--- src/rtl/core/breakpoint_table_lookup_defines.svh ---
// ----------------------------------------------------------------------------
// Breakpoint table lookup assertion macros
// Shared concurrent assertion macros; they compile away for synthesis.
// ----------------------------------------------------------------------------
`ifndef BREAKPOINT_TABLE_LOOKUP_DEFINES_SVH
`define BREAKPOINT_TABLE_LOOKUP_DEFINES_SVH

`ifndef SYNTHESIS

`define BTL_ASSERT_IMP(name, clk, rst_n, ante, cons) \
  name: assert property (@(posedge clk) disable iff (!rst_n) (ante) |-> (cons)) \
    else $error("implication check failed");

`define BTL_ASSERT_NXT(name, clk, rst_n, ante, cons) \
  name: assert property (@(posedge clk) disable iff (!rst_n) (ante) |=> (cons)) \
    else $error("next-cycle check failed");

`else

`define BTL_ASSERT_IMP(name, clk, rst_n, ante, cons)

`define BTL_ASSERT_NXT(name, clk, rst_n, ante, cons)

`endif

`endif

--- src/rtl/core/bts_pkg.sv ---
// ----------------------------------------------------------------------------
// Breakpoint table lookup package
// Request kinds, outcome codes and fixed-width payload types.
// ----------------------------------------------------------------------------
package bts_pkg;

  localparam logic [1:0] KIND_LOAD   = 2'd0;
  localparam logic [1:0] KIND_ENABLE = 2'd1;
  localparam logic [1:0] KIND_CHECK  = 2'd2;

  localparam logic [1:0] OUT_RUN   = 2'd0;
  localparam logic [1:0] OUT_BREAK = 2'd1;
  localparam logic [1:0] OUT_STALE = 2'd2;

  localparam int unsigned COUNT_W = 7;

  typedef struct packed {
    logic sys_thread;
    logic in_breakpoint;
    logic stepping;
  } flags_t;

  typedef struct packed {
    logic [1:0] outcome;
    logic [7:0] opcode_out;
    logic [5:0] match_index;
  } result_t;

endpackage

--- src/rtl/core/bts_req_if.sv ---
// ----------------------------------------------------------------------------
// Breakpoint table request channel
// Valid/ready channel that carries one load, enable or check request.
// ----------------------------------------------------------------------------
interface bts_req_if;
  logic        valid;
  logic        ready;
  logic [1:0]  kind;
  logic [5:0]  entry_index;
  logic [15:0] method_id;
  logic [15:0] code_offset;
  logic [7:0]  saved_opcode;
  logic        enable_flag;
  logic        thread_is_system;
  logic        thread_in_breakpoint;
  logic        thread_stepping;

  modport source (
    output valid, kind, entry_index, method_id, code_offset, saved_opcode,
           enable_flag, thread_is_system, thread_in_breakpoint, thread_stepping,
    input  ready
  );

  modport sink (
    input  valid, kind, entry_index, method_id, code_offset, saved_opcode,
           enable_flag, thread_is_system, thread_in_breakpoint, thread_stepping,
    output ready
  );
endinterface

--- src/rtl/core/bts_rsp_if.sv ---
// ----------------------------------------------------------------------------
// Breakpoint table result channel
// Valid/ready channel that carries the outcome of one check request.
// ----------------------------------------------------------------------------
interface bts_rsp_if;
  logic       valid;
  logic       ready;
  logic [1:0] outcome;
  logic [7:0] opcode_out;
  logic [5:0] match_index;

  modport source (
    output valid, outcome, opcode_out, match_index,
    input  ready
  );

  modport sink (
    input  valid, outcome, opcode_out, match_index,
    output ready
  );
endinterface

--- src/rtl/core/breakpoint_table_lookup.sv ---
// ----------------------------------------------------------------------------
// Breakpoint table lookup
// Sorted breakpoint table with a chained binary search over its entries.
// ----------------------------------------------------------------------------
// The req channel carries load, enable and check requests; rsp carries one
// result for each check request. The user must write entry_count through
// cfg_we_i and cfg_wdata_i only while the block is idle; it is not enforced.
// Load and enable requests write the table RAM when they are taken;
// they give no result, and a request of kind three is dropped.
// A check request runs through a row of $clog2(MAX_ENTRIES+1) search cells,
// one probe each, every probe reading the table RAM through its single read
// port. The result passes from the seed register through the cell registers
// into the result register, and no new request is taken while a check is
// in flight, so checks do not overlap.
// A spare result register holds a finished check while the receiver stalls,
// so one more check may be taken and completed before req.ready drops.
// Reset clears the handshake state and entry_count; the table RAM is not
// cleared, and each entry must be loaded before a check can probe it.
// ----------------------------------------------------------------------------
`include "breakpoint_table_lookup_defines.svh"

module breakpoint_table_lookup #(
  parameter int unsigned MAX_ENTRIES = 64,
  parameter int unsigned ID_BITS     = 16
) (
  input  logic                         clk_i,
  input  logic                         rst_ni,
  bts_req_if.sink                      req,
  bts_rsp_if.source                    rsp,
  input  logic                         cfg_we_i,
  input  logic [bts_pkg::COUNT_W-1:0]  cfg_wdata_i
);

  localparam int unsigned AW = $clog2(MAX_ENTRIES);
  localparam int unsigned CW = $clog2(MAX_ENTRIES + 1);
  localparam int unsigned SW = CW + 1;
  localparam int unsigned MW = (ID_BITS < 16) ? ID_BITS : 16;
  localparam int unsigned KW = MW + 16 + 8;
  localparam int unsigned NCELL = CW;

  typedef struct packed {
    logic [MW-1:0] meth;
    logic [15:0]   offs;
    logic [7:0]    opcode;
    logic          en;
  } entry_t;

  typedef struct packed {
    logic             valid;
    logic             done;
    logic             found;
    logic [CW-1:0]    low;
    logic [CW-1:0]    hiex;
    logic [AW-1:0]    mid;
    logic [MW-1:0]    meth;
    logic [15:0]      offs;
    bts_pkg::flags_t  flags;
  } state_t;

  logic                        accept;
  logic                        is_check;
  logic                        is_load;
  logic                        is_enable;
  logic [31:0]                 slot_w;
  logic                        slot_ok;
  logic [AW-1:0]               waddr;
  logic [bts_pkg::COUNT_W-1:0] count_q;
  logic [CW-1:0]               cnt_w;
  state_t                      seed_d;
  state_t                      seed_q;
  state_t                      stage [NCELL+1];
  logic [AW-1:0]               cell_addr [NCELL+1];
  logic                        cell_en [NCELL+1];
  logic [AW-1:0]               raddr;
  logic [KW-1:0]               key_rdata;
  logic [0:0]                  en_rdata;
  entry_t                      ent;
  state_t                      fin;
  bts_pkg::result_t            fin_res;
  bts_pkg::result_t            out_q;
  bts_pkg::result_t            pend_q;
  logic                        out_valid_q;
  logic                        pend_valid_q;
  logic                        busy_q;
  logic                        out_free;

  assign accept    = req.valid && req.ready;
  assign is_check  = (req.kind == bts_pkg::KIND_CHECK);
  assign is_load   = (req.kind == bts_pkg::KIND_LOAD);
  assign is_enable = (req.kind == bts_pkg::KIND_ENABLE);
  assign slot_w    = 32'(req.entry_index);
  assign slot_ok   = (slot_w < MAX_ENTRIES);
  assign waddr     = AW'(slot_w);
  assign req.ready = !busy_q && !pend_valid_q;

  always_ff @(posedge clk_i or negedge rst_ni) begin
    if (!rst_ni) begin
      count_q <= '0;
    end else if (cfg_we_i) begin
      count_q <= cfg_wdata_i;
    end
  end

  assign cnt_w = (32'(count_q) > MAX_ENTRIES) ? CW'(MAX_ENTRIES) : CW'(count_q);

  always_comb begin
    seed_d                     = '0;
    seed_d.valid               = accept && is_check;
    seed_d.done                = (cnt_w == '0);
    seed_d.hiex                = cnt_w;
    seed_d.mid                 = AW'((SW'(cnt_w) - SW'(1)) >> 1);
    seed_d.meth                = MW'(req.method_id);
    seed_d.offs                = req.code_offset;
    seed_d.flags.sys_thread    = req.thread_is_system;
    seed_d.flags.in_breakpoint = req.thread_in_breakpoint;
    seed_d.flags.stepping      = req.thread_stepping;
  end

  always_ff @(posedge clk_i or negedge rst_ni) begin
    if (!rst_ni) begin
      seed_q <= '0;
    end else begin
      seed_q <= seed_d;
    end
  end

  assign stage[0]     = seed_q;
  assign cell_addr[0] = seed_d.mid;
  assign cell_en[0]   = seed_d.valid;

  for (genvar k = 1; k <= NCELL; k++) begin : g_cell
    bts_cell #(
      .MAX_ENTRIES (MAX_ENTRIES),
      .state_t     (state_t),
      .entry_t     (entry_t)
    ) u_cell (
      .clk_i     (clk_i),
      .rst_ni    (rst_ni),
      .prev_i    (stage[k-1]),
      .ent_i     (ent),
      .state_o   (stage[k]),
      .rd_addr_o (cell_addr[k]),
      .rd_en_o   (cell_en[k])
    );
  end

  always_comb begin
    raddr = '0;
    for (int i = 0; i <= NCELL; i++) begin
      if (cell_en[i]) begin
        raddr = raddr | cell_addr[i];
      end
    end
  end

  bts_ram #(
    .DEPTH (MAX_ENTRIES),
    .WIDTH (KW)
  ) u_key_ram (
    .clk_i   (clk_i),
    .we_i    (accept && is_load && slot_ok),
    .waddr_i (waddr),
    .wdata_i ({MW'(req.method_id), req.code_offset, req.saved_opcode}),
    .raddr_i (raddr),
    .rdata_o (key_rdata)
  );

  bts_ram #(
    .DEPTH (MAX_ENTRIES),
    .WIDTH (1)
  ) u_en_ram (
    .clk_i   (clk_i),
    .we_i    (accept && (is_load || is_enable) && slot_ok),
    .waddr_i (waddr),
    .wdata_i (req.enable_flag),
    .raddr_i (raddr),
    .rdata_o (en_rdata)
  );

  assign ent = {key_rdata, en_rdata};
  assign fin = stage[NCELL];

  always_comb begin
    fin_res = '0;
    fin_res.outcome = bts_pkg::OUT_STALE;
    if (fin.found) begin
      fin_res.opcode_out  = ent.opcode;
      fin_res.match_index = 6'(fin.mid);
      if (fin.flags.sys_thread || fin.flags.in_breakpoint || fin.flags.stepping || !ent.en) begin
        fin_res.outcome = bts_pkg::OUT_RUN;
      end else begin
        fin_res.outcome = bts_pkg::OUT_BREAK;
      end
    end
  end

  assign out_free = !out_valid_q || rsp.ready;

  always_ff @(posedge clk_i or negedge rst_ni) begin
    if (!rst_ni) begin
      busy_q       <= 1'b0;
      out_valid_q  <= 1'b0;
      pend_valid_q <= 1'b0;
    end else begin
      if (accept && is_check) begin
        busy_q <= 1'b1;
      end else if (fin.valid) begin
        busy_q <= 1'b0;
      end
      if (out_free) begin
        out_valid_q <= pend_valid_q || fin.valid;
      end
      if (pend_valid_q && out_free) begin
        pend_valid_q <= 1'b0;
      end else if (fin.valid && !out_free) begin
        pend_valid_q <= 1'b1;
      end
    end
  end

  always_ff @(posedge clk_i) begin
    if (pend_valid_q && out_free) begin
      out_q <= pend_q;
    end else if (fin.valid && out_free) begin
      out_q <= fin_res;
    end
    if (fin.valid && !out_free) begin
      pend_q <= fin_res;
    end
  end

  assign rsp.valid       = out_valid_q;
  assign rsp.outcome     = out_q.outcome;
  assign rsp.opcode_out  = out_q.opcode_out;
  assign rsp.match_index = out_q.match_index;

  `BTL_ASSERT_IMP(a_fin_no_pend, clk_i, rst_ni, fin.valid, !pend_valid_q)
  `BTL_ASSERT_IMP(a_fin_busy, clk_i, rst_ni, fin.valid, busy_q)
  `BTL_ASSERT_NXT(a_check_busy, clk_i, rst_ni, accept && is_check, busy_q && !req.ready)
  `BTL_ASSERT_IMP(a_pend_out, clk_i, rst_ni, pend_valid_q, out_valid_q)

endmodule

--- src/rtl/core/bts_ram.sv ---
// ----------------------------------------------------------------------------
// Breakpoint table RAM
// Single write port, single read port memory with registered read data.
// ----------------------------------------------------------------------------
module bts_ram #(
  parameter int unsigned DEPTH = 64,
  parameter int unsigned WIDTH = 8
) (
  input  logic                     clk_i,
  input  logic                     we_i,
  input  logic [$clog2(DEPTH)-1:0] waddr_i,
  input  logic [WIDTH-1:0]         wdata_i,
  input  logic [$clog2(DEPTH)-1:0] raddr_i,
  output logic [WIDTH-1:0]         rdata_o
);

  logic [WIDTH-1:0] mem_q [DEPTH];
  logic [WIDTH-1:0] rdata_q;

  always_ff @(posedge clk_i) begin
    if (we_i) begin
      mem_q[waddr_i] <= wdata_i;
    end
  end

  always_ff @(posedge clk_i) begin
    rdata_q <= mem_q[raddr_i];
  end

  assign rdata_o = rdata_q;

endmodule

--- src/rtl/core/bts_cell.sv ---
// ----------------------------------------------------------------------------
// Breakpoint search cell
// One probe of the binary search: compares the fetched entry with the key,
// narrows the bounds, issues the next probe address and hands on its state.
// ----------------------------------------------------------------------------
`include "breakpoint_table_lookup_defines.svh"

module bts_cell #(
  parameter int unsigned MAX_ENTRIES = 64,
  parameter type         state_t     = logic,
  parameter type         entry_t     = logic
) (
  input  logic                           clk_i,
  input  logic                           rst_ni,
  input  state_t                         prev_i,
  input  entry_t                         ent_i,
  output state_t                         state_o,
  output logic [$clog2(MAX_ENTRIES)-1:0] rd_addr_o,
  output logic                           rd_en_o
);

  localparam int unsigned AW = $clog2(MAX_ENTRIES);
  localparam int unsigned CW = $clog2(MAX_ENTRIES + 1);
  localparam int unsigned SW = CW + 1;

  state_t        state_d;
  state_t        state_q;
  logic [CW-1:0] low_n;
  logic [CW-1:0] hiex_n;
  logic [SW-1:0] mid_sum;
  logic          key_eq;
  logic          key_lt;

  assign key_eq = (ent_i.meth == prev_i.meth) && (ent_i.offs == prev_i.offs);
  assign key_lt = (ent_i.meth < prev_i.meth) ||
                  ((ent_i.meth == prev_i.meth) && (ent_i.offs < prev_i.offs));

  always_comb begin
    state_d = prev_i;
    low_n   = prev_i.low;
    hiex_n  = prev_i.hiex;
    mid_sum = '0;
    if (prev_i.valid && !prev_i.done) begin
      if (key_eq) begin
        state_d.found = 1'b1;
        state_d.done  = 1'b1;
      end else begin
        if (key_lt) begin
          low_n = CW'(prev_i.mid) + CW'(1);
        end else begin
          hiex_n = CW'(prev_i.mid);
        end
        mid_sum      = SW'(low_n) + SW'(hiex_n) - SW'(1);
        state_d.low  = low_n;
        state_d.hiex = hiex_n;
        state_d.done = (low_n >= hiex_n);
        state_d.mid  = AW'(mid_sum >> 1);
      end
    end
  end

  always_ff @(posedge clk_i or negedge rst_ni) begin
    if (!rst_ni) begin
      state_q <= '0;
    end else begin
      state_q <= state_d;
    end
  end

  assign state_o   = state_q;
  assign rd_addr_o = state_d.mid;
  assign rd_en_o   = state_d.valid;

  `BTL_ASSERT_NXT(a_done_sticks, clk_i, rst_ni, prev_i.valid && prev_i.done, state_q.done)
  `BTL_ASSERT_IMP(a_found_is_done, clk_i, rst_ni, state_q.valid && state_q.found, state_q.done)

endmodule

--- src/flat_wrapper.sv ---
// flat-port wrapper written by rule: the top's interface ports become plain ports
module breakpoint_table_lookup_flat 
#(
  parameter int unsigned MAX_ENTRIES = 64,
  parameter int unsigned ID_BITS     = 16
)
  (clk_i, rst_ni, cfg_we_i, cfg_wdata_i, req_valid, req_kind, req_entry_index, req_method_id, req_code_offset, req_saved_opcode, req_enable_flag, req_thread_is_system, req_thread_in_breakpoint, req_thread_stepping, req_ready, rsp_valid, rsp_outcome, rsp_opcode_out, rsp_match_index, rsp_ready);
  bts_req_if req_i ();
  bts_rsp_if rsp_i ();
  input  logic clk_i;
  input  logic rst_ni;
  input  logic cfg_we_i;
  input  logic [bts_pkg::COUNT_W-1:0] cfg_wdata_i;
  input wire logic [$bits(req_i.valid)-1:0] req_valid;
  input wire logic [$bits(req_i.kind)-1:0] req_kind;
  input wire logic [$bits(req_i.entry_index)-1:0] req_entry_index;
  input wire logic [$bits(req_i.method_id)-1:0] req_method_id;
  input wire logic [$bits(req_i.code_offset)-1:0] req_code_offset;
  input wire logic [$bits(req_i.saved_opcode)-1:0] req_saved_opcode;
  input wire logic [$bits(req_i.enable_flag)-1:0] req_enable_flag;
  input wire logic [$bits(req_i.thread_is_system)-1:0] req_thread_is_system;
  input wire logic [$bits(req_i.thread_in_breakpoint)-1:0] req_thread_in_breakpoint;
  input wire logic [$bits(req_i.thread_stepping)-1:0] req_thread_stepping;
  output wire logic [$bits(req_i.ready)-1:0] req_ready;
  output wire logic [$bits(rsp_i.valid)-1:0] rsp_valid;
  output wire logic [$bits(rsp_i.outcome)-1:0] rsp_outcome;
  output wire logic [$bits(rsp_i.opcode_out)-1:0] rsp_opcode_out;
  output wire logic [$bits(rsp_i.match_index)-1:0] rsp_match_index;
  input wire logic [$bits(rsp_i.ready)-1:0] rsp_ready;
  assign req_i.valid = req_valid;
  assign req_i.kind = req_kind;
  assign req_i.entry_index = req_entry_index;
  assign req_i.method_id = req_method_id;
  assign req_i.code_offset = req_code_offset;
  assign req_i.saved_opcode = req_saved_opcode;
  assign req_i.enable_flag = req_enable_flag;
  assign req_i.thread_is_system = req_thread_is_system;
  assign req_i.thread_in_breakpoint = req_thread_in_breakpoint;
  assign req_i.thread_stepping = req_thread_stepping;
  assign req_ready = req_i.ready;
  assign rsp_valid = rsp_i.valid;
  assign rsp_outcome = rsp_i.outcome;
  assign rsp_opcode_out = rsp_i.opcode_out;
  assign rsp_match_index = rsp_i.match_index;
  assign rsp_i.ready = rsp_ready;
  breakpoint_table_lookup #(.MAX_ENTRIES(MAX_ENTRIES), .ID_BITS(ID_BITS)) u_core (.clk_i(clk_i), .rst_ni(rst_ni), .req(req_i), .rsp(rsp_i), .cfg_we_i(cfg_we_i), .cfg_wdata_i(cfg_wdata_i));
endmodule
--- config.mk ---
export PLATFORM = sky130hd
export DESIGN_NAME = breakpoint_table_lookup_flat
export DESIGN_NICKNAME = d
export VERILOG_FILES = /design/src/rtl/core/bts_pkg.sv /design/src/rtl/core/bts_req_if.sv /design/src/rtl/core/bts_rsp_if.sv /design/src/rtl/core/breakpoint_table_lookup.sv /design/src/rtl/core/bts_ram.sv /design/src/rtl/core/bts_cell.sv /design/src/flat_wrapper.sv
export VERILOG_INCLUDE_DIRS = /design/src /design/src/rtl/core
export SDC_FILE = /design/constraint.sdc
export NUM_CORES = 2
export LEC_CHECK = 0
export ABC_AREA = 0
export BUFFER_PORTS_ARGS = -buffer_cell sky130_fd_sc_hd__clkbuf_2
export CAP_MARGIN = 10
export CORE_MARGIN = 1.5
export CORE_UTILIZATION = 48
export DETAILED_ROUTE_END_ITERATION = 10
export PLACE_DENSITY = 0.64
export SKIP_LAST_GASP = 1
export SYNTH_ARGS = -nofsm -noshare
export SYNTH_HDL_FRONTEND = slang
export SYNTH_HIERARCHICAL = 1
export SYNTH_SLANG_ARGS = --single-unit
--- constraint.sdc ---
create_clock -name clk_i -period 12.2 [get_ports clk_i]
set_input_delay 0.61 -clock clk_i [delete_from_list [all_inputs] [get_ports clk_i]]
set_output_delay 0.61 -clock clk_i [all_outputs]
set_load 0.005 [all_outputs]
Word level (Yosys, flattened, before mapping)
Memory sizes are Yosys's and may differ from the RTL's. A register that Yosys moved wholly into a read port is not among the register bits.
Index checks and enable logic that the tools add are counted.
{"block": "classes", "n_addsub": 22, "order_cmp": 22, "n_eq_ne": 16, "n_mux": 90, "bitwise": 7, "reduce_logical": 61}
{"cell": "$mux 7", "count": 43}
{"cell": "$eq 16x16->1", "count": 14}
{"cell": "$lt 16x16->1", "count": 14}
{"cell": "$mux 20", "count": 7}
{"cell": "$mux 22", "count": 6}
{"cell": "$sub 7x1->7 const B", "count": 8}
{"cell": "$add 6x1->7 const B", "count": 7}
{"cell": "$add 7x7->7", "count": 7}
{"cell": "$mux 16", "count": 3}
{"cell": "$mux 6", "count": 8}
{"cell": "$ge 7x7->1", "count": 6}
{"cell": "$or 6x6->6", "count": 7}
{"cell": "$logic_and 1x1->1", "count": 31}
{"cell": "$mux 1", "count": 22}
{"cell": "$mux 21", "count": 1}
{"cell": "$logic_or 1x1->1", "count": 13}
{"cell": "$logic_not 1->1", "count": 12}
{"cell": "$gt 7x7->1 const B", "count": 1}
{"cell": "$logic_not 7->1", "count": 1}
{"cell": "$lt 6x7->1 const B", "count": 1}
{"cell": "$reduce_bool 2->1", "count": 3}
{"cell": "$eq 2x1->1 const B", "count": 1}
{"cell": "$eq 2x2->1 const B", "count": 1}
{"cell": "$logic_not 2->1", "count": 1}
{"block": "totals", "reg_bits": 451, "mem_bits_rw": 2624, "in_bits": 64, "output_inout_bits": 18, "wordCells": 311, "memories": 2}
{"name": "u_core.u_key_ram.mem_q", "depth": 64, "width": 40, "read_ports": 1, "rd_clocked_by_memory_dff": 1, "wr": 1, "line": "bts_ram.sv:17", "text": "logic [WIDTH-1:0] mem_q [DEPTH];"}
{"name": "u_core.u_en_ram.mem_q", "depth": 64, "width": 1, "read_ports": 1, "rd_clocked_by_memory_dff": 1, "wr": 1, "line": "bts_ram.sv:17"}

Logic depth before layout (Yosys ltp)
{"block": "logic_depth", "word_depth": 24, "depth_mapped": 29, "ltp_nobuf": 25}

Hierarchy
The synthesis kept the hierarchy.
{"module": "bts_ram at u_core.u_key_ram", "instances": 1, "cells_each": 4195, "area_per_inst_um2": 97836.3, "seq_area_each_um2": 77674.5}
{"module": "bts_cell at u_core.g_cell[1].u_cell ...", "instances": 6, "cells_each": 288, "area_per_inst_um2": 3284.4, "seq_area_each_um2": 1451.4}
{"module": "breakpoint_table_lookup", "instances": 1, "cells_each": 212, "area_per_inst_um2": 3397.0, "seq_area_each_um2": 2462.4}
{"module": "bts_cell at u_core.g_cell[3].u_cell", "instances": 1, "cells_each": 286, "area_per_inst_um2": 3283.1, "seq_area_each_um2": 1451.4}
{"module": "bts_ram at u_core.u_en_ram", "instances": 1, "cells_each": 204, "area_per_inst_um2": 2914.0, "seq_area_each_um2": 1941.9}

Worst setup path before layout
OpenSTA, ideal clock, no wires.
{"block": "synth_timing", "path_kind": "reg-to-reg", "start": "reg u_core.u_key_ram.rdata_q[37], in the netlist u_core/u_key_ram/rdata_o[37] (read register of u_core.u_key_ram.mem_q)", "end": "reg u_core.u_key_ram.rdata_q[29], in the netlist u_core/u_key_ram/rdata_o[29] (read register of u_core.u_key_ram.mem_q)", "setup_time_ns": 0.117, "t_arrival_ns": 5.738, "t_required_ns": 12.083, "setup_slack_ns": 6.345, "path_stages_with_launch": 26, "path_buffers": 5, "synth_period_minus_slack_ns": 5.855, "path_cell_list": "dfxtp_1 -> ha_1 -> nand4_1 -> nor4_2 -> o311ai_1 -> a2111o_1 -> nand2_1 -> buf_4 -> mux2_2 -> ha_1 -> ha_1 -> maj3_1 -> a21oi_1 -> xnor2_1 -> mux2_2 -> buf_4 -> a222oi_1 -> nand3_1 -> a21o_1 -> buf_2 -> or3b_2 -> buf_1 -> clkbuf_1 -> o22ai_1 -> nor4_1 -> o22a_1"}
{"element": "start, declared", "line": "bts_ram.sv:18", "text": "logic [WIDTH-1:0] rdata_q;"}

==> reports/results.ini <==
[cells_and_area]
fin_nets = 7294
mostFrequentLayoutCells = 2,656 x edfxtp_1, 618 x mux4_2, 419 x dfrtp_1
fin_area_um2 = 141000
drive_above_1_share_pct = 23.5
instances_no_fill = 10623
area_delta_synth_final_pct = 12.5
n_fill_cell = 19821
multiInputGateArea_um2 = 32500
layout_commonest_cell = edfxtp_1
seq_area_um2 = 91100

[timing]
max_freq_mhz = 108
setup_ws_ns = 2.90
fin_crit_sh_pct = 76.2
rsz0062_at_grt = false
tns_ns = 0
slew_violations = 0
fin_crit_ns = 9.30
final.setup_skew_ns = 0.0636
worst_pin_slew_ns = 1.43
slew_headroom_pct = 4.94
hold_violations = 0
finalSetupViolCount = 0

[worst_setup_path]
endpoint_kind = register
cp_max_fo = 20
crit_required_ns = 13.07
r2r_start = u_core/u_key_ram/rdata_o[38]
startpoint = u_core/u_key_ram/rdata_o[38]
path_class = register to register
start_kind = register
crit_arrival_ns = 10.18

[floorplan]
dieArea_um2 = 265000
core-area_um2 = 260000
die_h_um = 515
die_x_um = 515
start_util_pct = 48.4
pin_count = 82
rows = 187

[min_path]
hold_class = primary input to register
hp-start = req_code_offset[9]

[synthesis]
synth_area_um2 = 126000
synth_warnings = 6
synth_area_per_cell_um2 = 19.2
syn_inst = 6550

[drt]
dr_total_vias = 64665
ant_nets = 0
drcViolationCount = 0
dr.pass1.iters = 6
drtIter0Drc = 7527
post_drt_via_cell_ratio = 6.09
wl_mm = 322
wl_per_cell_um = 30.3

[global_routing]
grt_pass1_wl_mm = 463
grt-ovfl-total = 0
grt_util_all_layers_pct = 24.4
grt_max_degree = 170
grt_antenna_before_repair = 23
grt_pass1_vias = 65349

[place]
dpl-instance-area_um2 = 131000
place_inst = 10014
pre_cts_ws_ns = 2.73
portBuffers = 81
hpwl_mm = 188
globalplace.congestion = 0.864

[run]
max-cap-violations = 0

[pwr]
p_leak_nw = 47.7
power_density_nw_per_um2 = 225
vdd_drop_max_mv = 0.219

[clocking]
post_cts_buffers = 0
cts-root-buf = clkbuf_16
h-tree-depth = 5
clock_latency_ns = 0.97
cts_tree = done
cts_inserted_buffers = 335
ctsResizeCount = 0
cts_buffer_depth = 4
holdBufCountCts = 12
clock_sinks = 3116
path_clk_slew_ns = 0.06

[run_status]
outcome = completed

[final cells by class]
type | instances | share of cell area [%]
Tap cell | 3496 | 3.09
Clock buffer | 414 | 6.24
Sequential cell | 3116 | 64.4
Multi-Input combinational cell | 2855 | 23.0
Timing Repair Buffer | 285 | 1.52
Inverter | 279 | 0.741
Antenna cell | 7 | 0.0124
Clock inverter | 171 | 1.01
[final timing paths]
path	end	slack, ns	cells past startpoint
max reg2reg	u_core/u_key_ram/rdata_o[26]	2.90	24
min in group asynchronous	u_core/g_cell[6].u_cell/state_o[31]	0.34	2
min	u_core/seed_q[12]	0.02	1
max in group asynchronous	u_core/g_cell[3].u_cell/state_o[50]	9.55	4
min reg2reg	u_core/g_cell[2].u_cell/state_o[23]	0.34	0
max	u_core/u_key_ram/rdata_o[26]	2.90	24
[flip-flops by register name (all words and copies together), names as in the netlist, 2 cells and up]
register,count
u_core/u_key_ram/mem_q,2560
u_core/g_cell.u_cell/state_o,359
u_core/u_en_ram/mem_q,64
u_core/seed_q,50
u_core/u_key_ram/rdata_o,40
u_core/pend_q,16
u_core/rsp.opcode_out,8
u_core/count_q,7
u_core/rsp.match_index,6
u_core/rsp.outcome,2
[worst max-delay path, cell delays in order, from the launching register on]
cell      delay, ns
dfxtp_1        0.90
ha_1           0.30
nand4_2        0.16
nor4_1         0.51
o311ai_0       0.24
a2111o_1       0.51
nand2_1        0.83
mux2_2         0.43
ha_1           0.31
ha_1           0.22
ha_1           0.19
o21ai_0        0.23
nand2b_1       0.10
a21oi_1        0.18
xnor2_1        0.08
mux2_2         0.27
a222oi_1       0.27
nand3_1        0.19
a21o_2         0.44
buf_4          0.33
or3b_2         0.56
buf_4          0.35
o22ai_1        0.17
nor4_1         1.05
o22a_1         0.32
[layer usage]
metal	global-route usage, %	part of all wire [%]
met4	7.08	2.6
met2	40.2	49
met5	0	0.0093
met1	33.4	40
met3	4.25	8.4
[metrics by stage]
stage          util, %  total power [W]  hold WS (ns)
6_report          54.4           0.0319        0.0216
4_1_cts           54.3           0.0320       0.00923
2_1_floorplan        -           0.0192         0.314
3_3_place_gp      50.3           0.0223         0.337
5_1_grt           54.4           0.0332       0.00784
3_5_place_dp      50.4           0.0224         0.335
[where the power goes]
part / total [W] / switching [W] / internal (W)
Combinational: 0.00990 / 0.00563 / 0.00428
Clock: 0.00963 / 0.00402 / 0.00561
Sequential: 0.0123 / 0.000473 / 0.0119
Total: 0.0319 / 0.0101 / 0.0218
No activity file was read; power rests on OpenSTA's default activity.
